<file path="config.mk">
export PLATFORM = sky130hd
export DESIGN_NAME = dirty_page_bitmap_tracker_core_flat
export DESIGN_NICKNAME = d
export VERILOG_FILES = /design/src/dpbt_pkg.sv /design/src/dpbt_if.sv /design/src/dirty_page_bitmap_tracker_core.sv /design/src/dpbt_ctrl.sv /design/src/dpbt_datapath.sv /design/src/flat_wrapper.sv
export SDC_FILE = /design/constraint.sdc
export NUM_CORES = 2
export LEC_CHECK = 0
export ABC_AREA = 1
export BUFFER_PORTS_ARGS = -buffer_cell sky130_fd_sc_hd__buf_2
export CORE_UTILIZATION = 30
export CTS_CLUSTER_DIAMETER = 40
export DETAILED_ROUTE_END_ITERATION = 8
export PLACE_DENSITY_LB_ADDON = 0.15
export SETUP_SLACK_MARGIN = 0.3
export SYNTH_ARGS = -nofsm -noshare
export SYNTH_HDL_FRONTEND = slang
export SYNTH_SLANG_ARGS = --single-unit
</file>
<file path="constraint.sdc">
create_clock -name clk -period 11.2 [get_ports clk]
set_input_delay 3.36 -clock clk [delete_from_list [all_inputs] [get_ports clk]]
set_output_delay 3.36 -clock clk [all_outputs]
set_load 0.01 [all_outputs]
</file>
<file path="src/dpbt_pkg.sv">
// Shared constants, codes and controller/datapath types for the dirty page tracker.
package dpbt_pkg;

  localparam int OP_W       = 2;
  localparam int OFFSET_W   = 22;
  localparam int PAGE_OUT_W = 10;
  localparam int COUNT_W    = 11;
  localparam int ARENA_W    = 11;

  localparam logic [ARENA_W-1:0] ARENA_RESET = 11'd1024;

  localparam int NUM_PAGES_DEF  = 1024;
  localparam int PAGE_SHIFT_DEF = 12;
  localparam int WORD_BITS_DEF  = 64;

  typedef enum logic [OP_W-1:0] {
    OP_MARK  = 2'd0,
    OP_TAKE  = 2'd1,
    OP_CLEAR = 2'd2
  } op_t;

  typedef enum logic [1:0] {
    ST_IDLE,
    ST_READ,
    ST_EXEC
  } state_t;

  typedef struct packed {
    logic load;    // capture the accepted word
    logic lookup;  // pick bitmap word, read it
    logic commit;  // update state, load result register
  } cmd_t;

  typedef struct packed {
    logic out_free;  // result register can take a new word this cycle
  } status_t;

endpackage

</file>
<file path="src/dpbt_if.sv">
// Valid/ready channel interfaces: input items, results, arena size writes.
interface dpbt_in_if;
  logic                          valid;
  logic                          ready;
  logic [dpbt_pkg::OP_W-1:0]     operation;
  logic [dpbt_pkg::OFFSET_W-1:0] byte_offset;

  modport source (output valid, output operation, output byte_offset, input ready);
  modport sink   (input valid, input operation, input byte_offset, output ready);
endinterface

interface dpbt_out_if;
  logic                            valid;
  logic                            ready;
  logic [dpbt_pkg::PAGE_OUT_W-1:0] page_number;
  logic [dpbt_pkg::COUNT_W-1:0]    dirty_count;
  logic                            newly_dirty;
  logic                            empty_res;
  logic                            out_of_range;

  modport source (output valid, output page_number, output dirty_count, output newly_dirty,
                  output empty_res, output out_of_range, input ready);
  modport sink   (input valid, input page_number, input dirty_count, input newly_dirty,
                  input empty_res, input out_of_range, output ready);
endinterface

interface dpbt_cfg_if;
  logic                         valid;
  logic                         ready;
  logic [dpbt_pkg::ARENA_W-1:0] arena_pages;

  modport source (output valid, output arena_pages, input ready);
  modport sink   (input valid, input arena_pages, output ready);
endinterface

</file>
<file path="src/dirty_page_bitmap_tracker_core.sv">
// Top level of the dirty page bitmap tracker: channel wiring, controller and datapath.
//
// Usage:
//   in_if   carries one word per item: operation (mark, take next, clear) and byte_offset.
//   out_if  returns exactly one result word per item, in order: page_number, dirty_count,
//           newly_dirty, empty_res, out_of_range.
//   cfg_if  writes arena_pages; always ready. Write it only while the block is idle.
// Timing:
//   An item is accepted in the idle state, its bitmap word is chosen and read in the
//   read state (lowest word from the per-word nonzero summary for take, the page's word
//   for mark), and state is updated and the result registered in the exec state. Only
//   one item is in flight at a time, so a new item is taken only after the last one has
//   committed; the next item may be accepted while a result waits.
// Stall:
//   If the receiver holds out_if.ready low, the following item waits in its commit
//   cycle until the output register frees; nothing is dropped or repeated.
// Reset:
//   rst_n (synchronous, active low) clears the summary bits and the count and sets
//   arena_pages to 1024. The memory is not swept: a word whose summary bit is clear
//   reads as zero, so reset and clear both take effect at once.
module dirty_page_bitmap_tracker_core #(
  parameter int NUM_PAGES  = dpbt_pkg::NUM_PAGES_DEF,
  parameter int PAGE_SHIFT = dpbt_pkg::PAGE_SHIFT_DEF,
  parameter int WORD_BITS  = dpbt_pkg::WORD_BITS_DEF
) (
  input logic        clk,
  input logic        rst_n,
  dpbt_in_if.sink    in_if,
  dpbt_out_if.source out_if,
  dpbt_cfg_if.sink   cfg_if
);
  import dpbt_pkg::*;

  cmd_t    cmd;
  status_t status;
  logic    in_ready;

  assign in_if.ready  = in_ready;
  assign cfg_if.ready = 1'b1;

  dpbt_ctrl u_ctrl (
    .clk      (clk),
    .rst_n    (rst_n),
    .in_valid (in_if.valid),
    .in_ready (in_ready),
    .status   (status),
    .cmd      (cmd)
  );

  dpbt_datapath #(
    .NUM_PAGES  (NUM_PAGES),
    .PAGE_SHIFT (PAGE_SHIFT),
    .WORD_BITS  (WORD_BITS)
  ) u_datapath (
    .clk              (clk),
    .rst_n            (rst_n),
    .cmd              (cmd),
    .status           (status),
    .in_operation     (in_if.operation),
    .in_byte_offset   (in_if.byte_offset),
    .cfg_we           (cfg_if.valid),
    .cfg_arena_pages  (cfg_if.arena_pages),
    .out_valid        (out_if.valid),
    .out_ready        (out_if.ready),
    .out_page_number  (out_if.page_number),
    .out_dirty_count  (out_if.dirty_count),
    .out_newly_dirty  (out_if.newly_dirty),
    .out_empty_res    (out_if.empty_res),
    .out_out_of_range (out_if.out_of_range)
  );

endmodule

</file>
<file path="src/dpbt_ctrl.sv">
// Controller: sequences accept, bitmap word lookup and commit for one word at a time.
module dpbt_ctrl (
  input  logic              clk,
  input  logic              rst_n,
  input  logic              in_valid,
  output logic              in_ready,
  input  dpbt_pkg::status_t status,
  output dpbt_pkg::cmd_t    cmd
);
  import dpbt_pkg::*;

  state_t state_r, state_nxt;

  always_ff @(posedge clk) begin
    if (!rst_n) begin
      state_r <= ST_IDLE;
    end else begin
      state_r <= state_nxt;
    end
  end

  always_comb begin
    state_nxt  = state_r;
    in_ready   = 1'b0;
    cmd.load   = 1'b0;
    cmd.lookup = 1'b0;
    cmd.commit = 1'b0;
    case (state_r)
      ST_IDLE: begin
        in_ready = 1'b1;
        if (in_valid) begin
          cmd.load  = 1'b1;
          state_nxt = ST_READ;
        end
      end
      ST_READ: begin
        cmd.lookup = 1'b1;
        state_nxt  = ST_EXEC;
      end
      ST_EXEC: begin
        // wait here while the result register is still held by the receiver
        if (status.out_free) begin
          cmd.commit = 1'b1;
          state_nxt  = ST_IDLE;
        end
      end
      default: begin
        state_nxt = ST_IDLE;
      end
    endcase
  end

endmodule

</file>
<file path="src/dpbt_datapath.sv">
// Datapath: bitmap memory, nonzero summary, dirty count, arena register, result register.
module dpbt_datapath #(
  parameter int NUM_PAGES  = dpbt_pkg::NUM_PAGES_DEF,
  parameter int PAGE_SHIFT = dpbt_pkg::PAGE_SHIFT_DEF,
  parameter int WORD_BITS  = dpbt_pkg::WORD_BITS_DEF
) (
  input  logic                            clk,
  input  logic                            rst_n,
  input  dpbt_pkg::cmd_t                  cmd,
  output dpbt_pkg::status_t               status,
  input  logic [dpbt_pkg::OP_W-1:0]       in_operation,
  input  logic [dpbt_pkg::OFFSET_W-1:0]   in_byte_offset,
  input  logic                            cfg_we,
  input  logic [dpbt_pkg::ARENA_W-1:0]    cfg_arena_pages,
  output logic                            out_valid,
  input  logic                            out_ready,
  output logic [dpbt_pkg::PAGE_OUT_W-1:0] out_page_number,
  output logic [dpbt_pkg::COUNT_W-1:0]    out_dirty_count,
  output logic                            out_newly_dirty,
  output logic                            out_empty_res,
  output logic                            out_out_of_range
);
  import dpbt_pkg::*;

  localparam int NUM_WORDS = NUM_PAGES / WORD_BITS;
  localparam int BI        = $clog2(WORD_BITS);
  localparam int WI        = (NUM_WORDS > 1) ? $clog2(NUM_WORDS) : 1;
  localparam int PW        = OFFSET_W - PAGE_SHIFT;
  localparam int PXW       = PW + WI + BI;
  localparam int CW        = (PW > ARENA_W) ? PW : ARENA_W;

  // arena size and tracked state
  logic [ARENA_W-1:0]   arena_r;
  logic [NUM_WORDS-1:0] summary_r, summary_nxt;
  logic [COUNT_W-1:0]   count_r, count_nxt;
  logic [WORD_BITS-1:0] bitmap_mem [NUM_WORDS];

  // captured item
  logic [OP_W-1:0] op_r;
  logic [PW-1:0]   page_r;
  logic            oor_r;

  // lookup results
  logic [WORD_BITS-1:0] rdata_r;
  logic [WI-1:0]        addr_r;
  logic                 wvalid_r;
  logic                 found_r;

  // result register
  logic                  out_valid_r;
  logic [PAGE_OUT_W-1:0] page_out_r, page_out_nxt;
  logic                  newly_r, newly_nxt;
  logic                  empty_r, empty_nxt;
  logic                  oor_out_r, oor_out_nxt;

  logic [PW-1:0]        in_page;
  logic                 in_oor;
  logic [PXW-1:0]       page_x;
  logic [WI-1:0]        mark_word;
  logic [BI-1:0]        mark_bit;
  logic [WI-1:0]        take_word;
  logic [WI-1:0]        lookup_addr;
  logic [WORD_BITS-1:0] cur_word;
  logic [BI-1:0]        low_bit;
  logic [WORD_BITS-1:0] new_word;
  logic                 mem_we;

  // page of the incoming offset and its range check
  assign in_page = in_byte_offset[OFFSET_W-1:PAGE_SHIFT];
  assign in_oor  = (CW'(in_page) >= CW'(arena_r)) || (32'(in_page) >= 32'(NUM_PAGES));

  assign page_x    = PXW'(page_r);
  assign mark_word = page_x[BI +: WI];
  assign mark_bit  = page_x[BI-1:0];

  // lowest word with any dirty bit
  always_comb begin
    take_word = '0;
    for (int i = NUM_WORDS - 1; i >= 0; i--) begin
      if (summary_r[i]) take_word = WI'(i);
    end
  end

  assign lookup_addr = (op_r == OP_TAKE) ? take_word : mark_word;

  always_ff @(posedge clk) begin
    if (cmd.load) begin
      op_r   <= in_operation;
      page_r <= in_page;
      oor_r  <= in_oor;
    end
    if (cmd.lookup) begin
      addr_r   <= lookup_addr;
      wvalid_r <= summary_r[lookup_addr];
      found_r  <= |summary_r;
    end
  end

  // bitmap memory: one read port, one write port
  always_ff @(posedge clk) begin
    if (cmd.lookup) rdata_r <= bitmap_mem[lookup_addr];
    if (mem_we) bitmap_mem[addr_r] <= new_word;
  end

  // a word with a clear summary bit is all zero, whatever the memory holds
  assign cur_word = wvalid_r ? rdata_r : '0;

  always_comb begin
    low_bit = '0;
    for (int i = WORD_BITS - 1; i >= 0; i--) begin
      if (cur_word[i]) low_bit = BI'(i);
    end
  end

  always_comb begin
    summary_nxt  = summary_r;
    count_nxt    = count_r;
    new_word     = cur_word;
    mem_we       = 1'b0;
    page_out_nxt = '0;
    newly_nxt    = 1'b0;
    empty_nxt    = 1'b0;
    oor_out_nxt  = 1'b0;
    case (op_r)
      OP_MARK: begin
        if (oor_r) begin
          oor_out_nxt = 1'b1;
        end else begin
          newly_nxt            = ~cur_word[mark_bit];
          new_word             = cur_word | (WORD_BITS'(1) << mark_bit);
          mem_we               = cmd.commit;
          summary_nxt[addr_r]  = 1'b1;
          page_out_nxt         = PAGE_OUT_W'(page_r);
          if (newly_nxt) count_nxt = count_r + COUNT_W'(1);
        end
      end
      OP_TAKE: begin
        if (found_r) begin
          new_word            = cur_word & ~(WORD_BITS'(1) << low_bit);
          mem_we              = cmd.commit;
          summary_nxt[addr_r] = |new_word;
          page_out_nxt        = PAGE_OUT_W'({addr_r, low_bit});
          if (count_r != '0) count_nxt = count_r - COUNT_W'(1);
        end else begin
          empty_nxt = 1'b1;
        end
      end
      OP_CLEAR: begin
        summary_nxt = '0;
        count_nxt   = '0;
      end
      default: begin
      end
    endcase
  end

  always_ff @(posedge clk) begin
    if (!rst_n) begin
      arena_r     <= ARENA_RESET;
      summary_r   <= '0;
      count_r     <= '0;
      out_valid_r <= 1'b0;
    end else begin
      if (cfg_we) arena_r <= cfg_arena_pages;
      if (cmd.commit) begin
        summary_r   <= summary_nxt;
        count_r     <= count_nxt;
        out_valid_r <= 1'b1;
      end else if (out_ready) begin
        out_valid_r <= 1'b0;
      end
    end
  end

  always_ff @(posedge clk) begin
    if (cmd.commit) begin
      page_out_r <= page_out_nxt;
      newly_r    <= newly_nxt;
      empty_r    <= empty_nxt;
      oor_out_r  <= oor_out_nxt;
    end
  end

  assign status.out_free  = ~out_valid_r | out_ready;
  assign out_valid        = out_valid_r;
  assign out_page_number  = page_out_r;
  assign out_dirty_count  = count_r;
  assign out_newly_dirty  = newly_r;
  assign out_empty_res    = empty_r;
  assign out_out_of_range = oor_out_r;

  a_commit_shows_result: assert property (@(posedge clk) disable iff (!rst_n)
    cmd.commit |=> out_valid_r)
    else $error("commit did not present a result");

  a_clear_empties: assert property (@(posedge clk) disable iff (!rst_n)
    cmd.commit && (op_r == OP_CLEAR) |=> (summary_r == '0) && (count_r == '0))
    else $error("clear left dirty state behind");

  a_mark_sets_summary: assert property (@(posedge clk) disable iff (!rst_n)
    cmd.commit && (op_r == OP_MARK) && !oor_r |=> summary_r[$past(addr_r)])
    else $error("accepted mark left its word flagged clean");

endmodule

</file>
<file path="src/flat_wrapper.sv">
// flat-port wrapper written by rule: the top's interface ports become plain ports
module dirty_page_bitmap_tracker_core_flat import dpbt_pkg::*;
#(
  parameter int NUM_PAGES  = dpbt_pkg::NUM_PAGES_DEF,
  parameter int PAGE_SHIFT = dpbt_pkg::PAGE_SHIFT_DEF,
  parameter int WORD_BITS  = dpbt_pkg::WORD_BITS_DEF
)
  (clk, rst_n, in_if_valid, in_if_operation, in_if_byte_offset, in_if_ready, out_if_valid, out_if_page_number, out_if_dirty_count, out_if_newly_dirty, out_if_empty_res, out_if_out_of_range, out_if_ready, cfg_if_valid, cfg_if_arena_pages, cfg_if_ready);
  dpbt_in_if in_if_i ();
  dpbt_out_if out_if_i ();
  dpbt_cfg_if cfg_if_i ();
  input logic clk;
  input logic rst_n;
  input wire logic [$bits(in_if_i.valid)-1:0] in_if_valid;
  input wire logic [$bits(in_if_i.operation)-1:0] in_if_operation;
  input wire logic [$bits(in_if_i.byte_offset)-1:0] in_if_byte_offset;
  output wire logic [$bits(in_if_i.ready)-1:0] in_if_ready;
  output wire logic [$bits(out_if_i.valid)-1:0] out_if_valid;
  output wire logic [$bits(out_if_i.page_number)-1:0] out_if_page_number;
  output wire logic [$bits(out_if_i.dirty_count)-1:0] out_if_dirty_count;
  output wire logic [$bits(out_if_i.newly_dirty)-1:0] out_if_newly_dirty;
  output wire logic [$bits(out_if_i.empty_res)-1:0] out_if_empty_res;
  output wire logic [$bits(out_if_i.out_of_range)-1:0] out_if_out_of_range;
  input wire logic [$bits(out_if_i.ready)-1:0] out_if_ready;
  input wire logic [$bits(cfg_if_i.valid)-1:0] cfg_if_valid;
  input wire logic [$bits(cfg_if_i.arena_pages)-1:0] cfg_if_arena_pages;
  output wire logic [$bits(cfg_if_i.ready)-1:0] cfg_if_ready;
  assign in_if_i.valid = in_if_valid;
  assign in_if_i.operation = in_if_operation;
  assign in_if_i.byte_offset = in_if_byte_offset;
  assign in_if_ready = in_if_i.ready;
  assign out_if_valid = out_if_i.valid;
  assign out_if_page_number = out_if_i.page_number;
  assign out_if_dirty_count = out_if_i.dirty_count;
  assign out_if_newly_dirty = out_if_i.newly_dirty;
  assign out_if_empty_res = out_if_i.empty_res;
  assign out_if_out_of_range = out_if_i.out_of_range;
  assign out_if_i.ready = out_if_ready;
  assign cfg_if_i.valid = cfg_if_valid;
  assign cfg_if_i.arena_pages = cfg_if_arena_pages;
  assign cfg_if_ready = cfg_if_i.ready;
  dirty_page_bitmap_tracker_core #(.NUM_PAGES(NUM_PAGES), .PAGE_SHIFT(PAGE_SHIFT), .WORD_BITS(WORD_BITS)) u_core (.clk(clk), .rst_n(rst_n), .in_if(in_if_i), .out_if(out_if_i), .cfg_if(cfg_if_i));
endmodule
</file>
# Word level (Yosys, flattened, before mapping)
# Memory sizes are Yosys's and may differ from the RTL's. A register that Yosys moved wholly into a read port is not among the register bits.
# Cells that the tools add are included.
[classes]
n_lt_le_gt_ge = 5
add_sub_neg = 2
shift = 2
n_reduce_logical = 12
bitwise_logic = 8
mux = 121
eq_ne = 10
[op_table]
columns = ["op", "n"]
rows = [
  ["$mux 6", 64],
  ["$mux 64", 3],
  ["$pmux 64 s2", 1],
  ["$shl 1x6->64 const A", 2],
  ["$mux 4", 17],
  ["$and 64x64->64", 1],
  ["$not 64->64", 1],
  ["$or 64x64->64", 1],
  ["$reduce_or 64->1", 1],
  ["$pmux 16 s3", 1],
  ["$mux 11", 4],
  ["$pmux 11 s3", 1],
  ["$mux 16", 2],
  ["$mux 10", 2],
  ["$pmux 10 s2", 1],
  ["$mux 1", 17],
  ["$bwmux 16", 1],
  ["$or 16x16->16", 1],
  ["$reduce_or 16->1", 1],
  ["$add 11x1->11 const B", 1],
  ["$ge 10x11->1", 1],
  ["$reduce_bool 11->1", 1],
  ["$sub 11x1->11 const B", 1],
  ["$lt 4x5->1 const B", 2],
  ["22 further kinds", 32],
]
[word_totals]
n_memories = 1
inputBits = 40
word_cells = 176
ff_bits = 73
ramBits = 1024
[mem_list]
columns = ["memory", "words", "width", "read_ports", "rd_ports_with_merged_regs", "write_ports", "line_no", "source"]
rows = [
  ["u_core.u_datapath.bitmap_mem", 16, 64, 1, 1, 1, "dpbt_datapath.sv:36", "logic [WORD_BITS-1:0] bitmap_mem [NUM_WORDS];"],
]

# Longest topological paths before layout
[logic_depth]
ltp_word = 72
mapped_depth = 78

# Hierarchy
# From an unflattened synthesis, not the netlist that was laid out.
[hier_totals]
cells_unflattened = 4331
hier_area_um2 = 50637.3
[modules_own_cells]
columns = ["module", "cells_each", "area_each_um2", "n_inst"]
rows = [
  ["dpbt_datapath", 4312, 50512.2, 1],
  ["dpbt_ctrl", 17, 113.9, 1],
  ["dirty_page_bitmap_tracker_core", 2, 11.3, 1],
]

# Worst setup path before layout
# No wires, ideal clock.
[synth_timing]
path_kind = "input to register"
from = "input port out_if_ready"
to = "memory u_core.u_datapath.bitmap_mem[12][0] (netlist name) (enable)"
slack_ns = 2.957
arrival_ns = 7.757
path_buffers = 1
setup_time_ns = 0.487
path_stages = 5
path_cell_list = "nor2_1 > nor3_1 > nand2_1 > clkbuf_1 > nor2_1"
[synth_rtl]
columns = ["element", "line_no", "source"]
rows = [
  ["from (decl)", "flat_wrapper.sv:24", "input wire logic [$bits(out_if_i.ready)-1:0] out_if_ready;"],
  ["to (decl)", "dpbt_datapath.sv:36", ""],
]

# Final worst setup path
[layout_timing]
from = "register u_core.u_datapath.wvalid_r"
to = "register u_core.u_datapath.summary_r[3]"
[layout_via]
elab_chain_cells = 72
[layout_lines]
columns = ["element", "line_no", "source"]
rows = [
  ["from (decl)", "dpbt_datapath.sv:46", "logic wvalid_r;"],
  ["from (signal assigned)", "dpbt_datapath.sv:94", "wvalid_r <= summary_r[lookup_addr];"],
  ["$mux 64 *", "dpbt_datapath.sv:106", "assign cur_word = wvalid_r ? rdata_r : '0;"],
  ["$mux 6 (64 in a row)", "dpbt_datapath.sv:111", "if (cur_word[i]) low_bit = BI'(i);"],
  ["$shl 1x6->64", "dpbt_datapath.sv:139", "new_word = cur_word & ~(WORD_BITS'(1) << low_bit);"],
  ["$not 64->64", "dpbt_datapath.sv:139", ""],
  ["$and 64x64->64 *", "dpbt_datapath.sv:139", ""],
  ["$reduce_or 64->1 *", "dpbt_datapath.sv:141", "summary_nxt[addr_r] = |new_word;"],
  ["$bwmux 16 *", "dpbt_datapath.sv:141", ""],
  ["$mux 16 *", "dpbt_datapath.sv:138", "if (found_r) begin"],
  ["$pmux 16 s3 *", "dpbt_datapath.sv:124", "case (op_r)"],
  ["to (signal assigned)", "dpbt_datapath.sv:166", "summary_r <= summary_nxt;"],
  ["to (decl)", "dpbt_datapath.sv:34", "logic [NUM_WORDS-1:0] summary_r, summary_nxt;"],
]
# Every way passes the cells marked *; elsewhere a longest branch is shown, timed or not. The select of a mux whose other input is x is not followed.
# A chain may end at the register's enable or synchronous reset.

==> impl_results.md <==
- Outcome: complete, no violations
- Post-synth EDFFs: 1,120
- 1st-pass router iterations: 6
- Gpl congestion: 0.964
- Sequential share of the synthesized area: 70.3%
- DR DRC count: 0
- CTS sink count: 1,161
- Initial antenna violation count: 2
- Commonest non-fill, non-tap cell in the layout: edfxtp_1
- Max-cap check violation count: 0
- Worst-Skew Late Latency: 0.82 ns
- Post-CTS setup repair buffer count: 0
- Share of cells above drive strength 1: 13.4%
- CP Class: reg -> reg
- Critical Path AT: around 8.4 ns
- I/O Buffers: 53
- Synth Register Bits: 1,161
- Grt ovf: 0
- Crit-path max FO: between 40 and 50
- Req. time, crit path: 11.86 ns
- Clock Path Buffers: 3
- CP endpoint kind: flop
- CTS clk-pin slew, worst paths: about 0.050 ns
- # fillers: 15,700
- Yosys warnings: 0
- Flop pwr share: 42.7%
- Post-synthesis cell type count: 56
- Power per cell area: just under 200 nW/um^2
- Row cnt: 147
- Post-synth top flop: edfxtp_1
- # diodes: 0
- Most frequent cell on the critical path: nand3_1
- Ports: 67
- CTS resizes: 0
- Final min period: 7.71 ns
- Sw frac: 24.6%
- IR drop worst, VDD: 125 uV
- Final setup viols: 0
- Via count: 32,800
- Final core occ: between 30% and 40%
- Tcrit/Tclk final: roughly 70%
- CP max stage delay: 0.54 ns
- Leak Pwr: 19.8 nW
- CTS H-Tree Depth: 4
- Starting Density: between 30% and 40%
- Most frequent cells in the layout: edfxtp_1 (1,120), nor2_1 (666), o21ai_0 (503), nand2_1 (333), clkbuf_16 (179)
- Avg Cell Area, Syn: 12.3 um^2
- Worst Hold End: u_core.u_datapath.arena_r[3]
- Post-Syn Nets: a little over 4,000
- Post-layout nets: ~4,100
- RSZ-0062 raised after global routing: false
- First-pass GRT wire length: 220 mm
- Syn-to-layout area delta: 19.0%
- Hold Buf Count CTS: 0
- HP Start: u_core.u_datapath.arena_r[3]
- CTS tree: built
- Gate power share: 7.8%
- Fin. max-slew vios: 0
- Largest net degree at the start of global routing: between 150 and 200
- Sw power: 2.81 mW
- Final Power: 11.4 mW
- CTS Buf Count: around 180
- Ys async rst share: 0%
- Root Buffer: clkbuf_16
- Slew @ Worst Pin: 1.36 ns
- All-Layer GR Usage: 18.2%
- Gate Count Post-Synth: 3,989
- Die Y: roughly 400 um
- DPL Wire Length: 81.0 mm
- Syn Std Cell Area: between 40,000 and 50,000 um^2
- Drt total wl: ~150 mm
- Startpoint types: flop
- Peak Freq: around 130 MHz
- R2r endpoint: u_core.u_datapath.summary_r[3]
- ANT nets after route: 0
- Fin Setup TNS: 0 ns
- Slew headroom: a little under a tenth
- Die W: between 400 and 500 um
- Violation count after the first detailed-route iteration: between 2,000 and 3,000
- RR Startpoint: u_core.u_datapath.wvalid_r
- Final Hold Vio Count: 0
- Hold Slack: 0.467 ns
- Reg-to-reg slack, setup: 3.49 ns
- Mean routed wirelength per cell: 23.7 um
- Area of the core: 161,000 um^2
- Clk_skew: 0.0562 ns
- Clock power share: 49.4%
- Min-Delay Path Depth: 2
- Slowest CP cell: nor2_4
- Vias per inst: ~5.1
- R2R cell count: 47
- Int Pwr: roughly 8.6 mW
- Worst min path class: reg -> reg
- Vias in the first global route: 31,700
- Die area: between 150,000 and 200,000 um^2
==> synth_stat cells (all sizes together) (2+ instances only) <==
library cell	count	area share, %
o21ai	505	5.2
clkinv	6	0.046
o221ai	136	2.4
nand2	358	2.9
dfxtp	41	1.7
a221oi	3	0.054
or2	2	0.026
o32ai	68	1.2
edfxtp	1120	69
a21oi	64	0.73
nand4	31	0.46
o21bai	2	0.031
o311ai	3	0.054
xor2	2	0.036
buf	43	0.50
a22oi	4	0.061
nor3	72	0.75
clkbuf	218	1.7
a211oi	3	0.046
nor2	698	5.4
inv	163	1.2
xnor2	3	0.054
nand3	99	1.0
o211a	4	0.082
mux2i	128	2.6
nor4	19	0.24
o22ai	147	1.9
o211ai	8	0.12
ha	23	0.59
a31oi	4	0.051
==> through the flow <==
| stage | instances | instance area [um^2] | setup slack, ns |
|---|---|---|---|
| after global routing | 6399 | 58400 | 2.96 |
| after CTS | 6399 | 58400 | 3.76 |
| after detailed placement | 6062 | 52200 | 3.77 |
| after global placement | 6062 | 52200 | 3.63 |
| after floorplan | 3989 | 49000 | 2.96 |
| final | 6399 | 58400 | 3.49 |
==> cell type report <==
cell class | count | area, um^2 | share of cell area [%]
inverters | 169 | 649 | 1.11
clock buffers | 199 | 4560 | 7.82
multi-input cells | 2398 | 13100 | 22.5
repair buffers | 174 | 1260 | 2.16
flip-flops and latches | 1161 | 34500 | 59.0
clock inverters | 138 | 1630 | 2.78
well taps | 2160 | 2700 | 4.63
==> state kept, by name, summed over array words and instances, names as in the netlist, 2 cells and up <==
name                               cells
u_core.u_datapath.rdata_r             64
u_core.u_datapath.op_r                 2
u_core.u_datapath.bitmap_mem        1024
u_core.u_datapath.out_page_number     10
u_core.u_datapath.addr_r               4
u_core.u_datapath.page_r              10
u_core.u_datapath.out_dirty_count     11
u_core.u_datapath.summary_r           16
u_core.u_ctrl.state_r                  2
u_core.u_datapath.arena_r             11
==> worst max-delay path, delay by kind of cell, from the launching register on <==
| kind | cells | cell delay [ns] |
|---|---|---|
| and+or+nand+nor | 37 | 4.98 |
| buffers and inverters | 5 | 1.15 |
| AOI/OAI and AO/OA | 5 | 1.06 |
| DFF | 1 | 0.32 |
==> how the worst max path moves through the flow <==
stage / start / cells past startpoint / to
final: u_core.u_datapath.wvalid_r / 47 / u_core.u_datapath.summary_r[3]
after floorplan: out_if_ready / 5 / u_core.u_datapath.bitmap_mem[12][0]
after CTS: u_core.u_datapath.wvalid_r / 71 / u_core.u_datapath.summary_r[3]
after detailed placement: u_core.u_datapath.wvalid_r / 71 / u_core.u_datapath.summary_r[0]
after global routing: u_core.u_datapath.wvalid_r / 71 / u_core.u_datapath.summary_r[3]
after global placement: u_core.u_datapath.wvalid_r / 71 / u_core.u_datapath.summary_r[4]
==> power by group through the flow <==
stage          combinational, mW  sequential [mW]  clock [mW]
6_report                   0.894             4.88        5.65
5_1_grt                    0.985             4.88        5.95
4_1_cts                    0.904             4.88        5.77
3_5_place_dp               0.901             4.97           0
3_3_place_gp               0.901             4.97           0
2_1_floorplan              0.553             4.96           0
==> cell families (layout without fill, tap and decap cells) <==
logic type / count (synthesis) / after routing / share of synthesized area [%]
muxes: 128 / 128 / 2.61
adders and majority gates: 24 / 24 / 0.628
xor gates and xnor gates: 5 / 5 / 0.0893
buffers and inverters: 430 / 680 / 3.48
DFF: 1161 / 1161 / 70.3
and+or+nand+nor: 1282 / 1282 / 10.9
other: 1 / 1 / 0.00765
AOI/OAI and AO/OA: 958 / 958 / 12.0
==> per-layer routing <==
metal  share of wire [%]  wire length, um  track usage, %
met4                 1.8             2720            4.62
met2                  47            71400            29.5
met1                  46            70500            25.3
met5                   0                0               0
met3                 4.7             7130            2.72
Note: power is estimated with default switching activity, not from simulation.
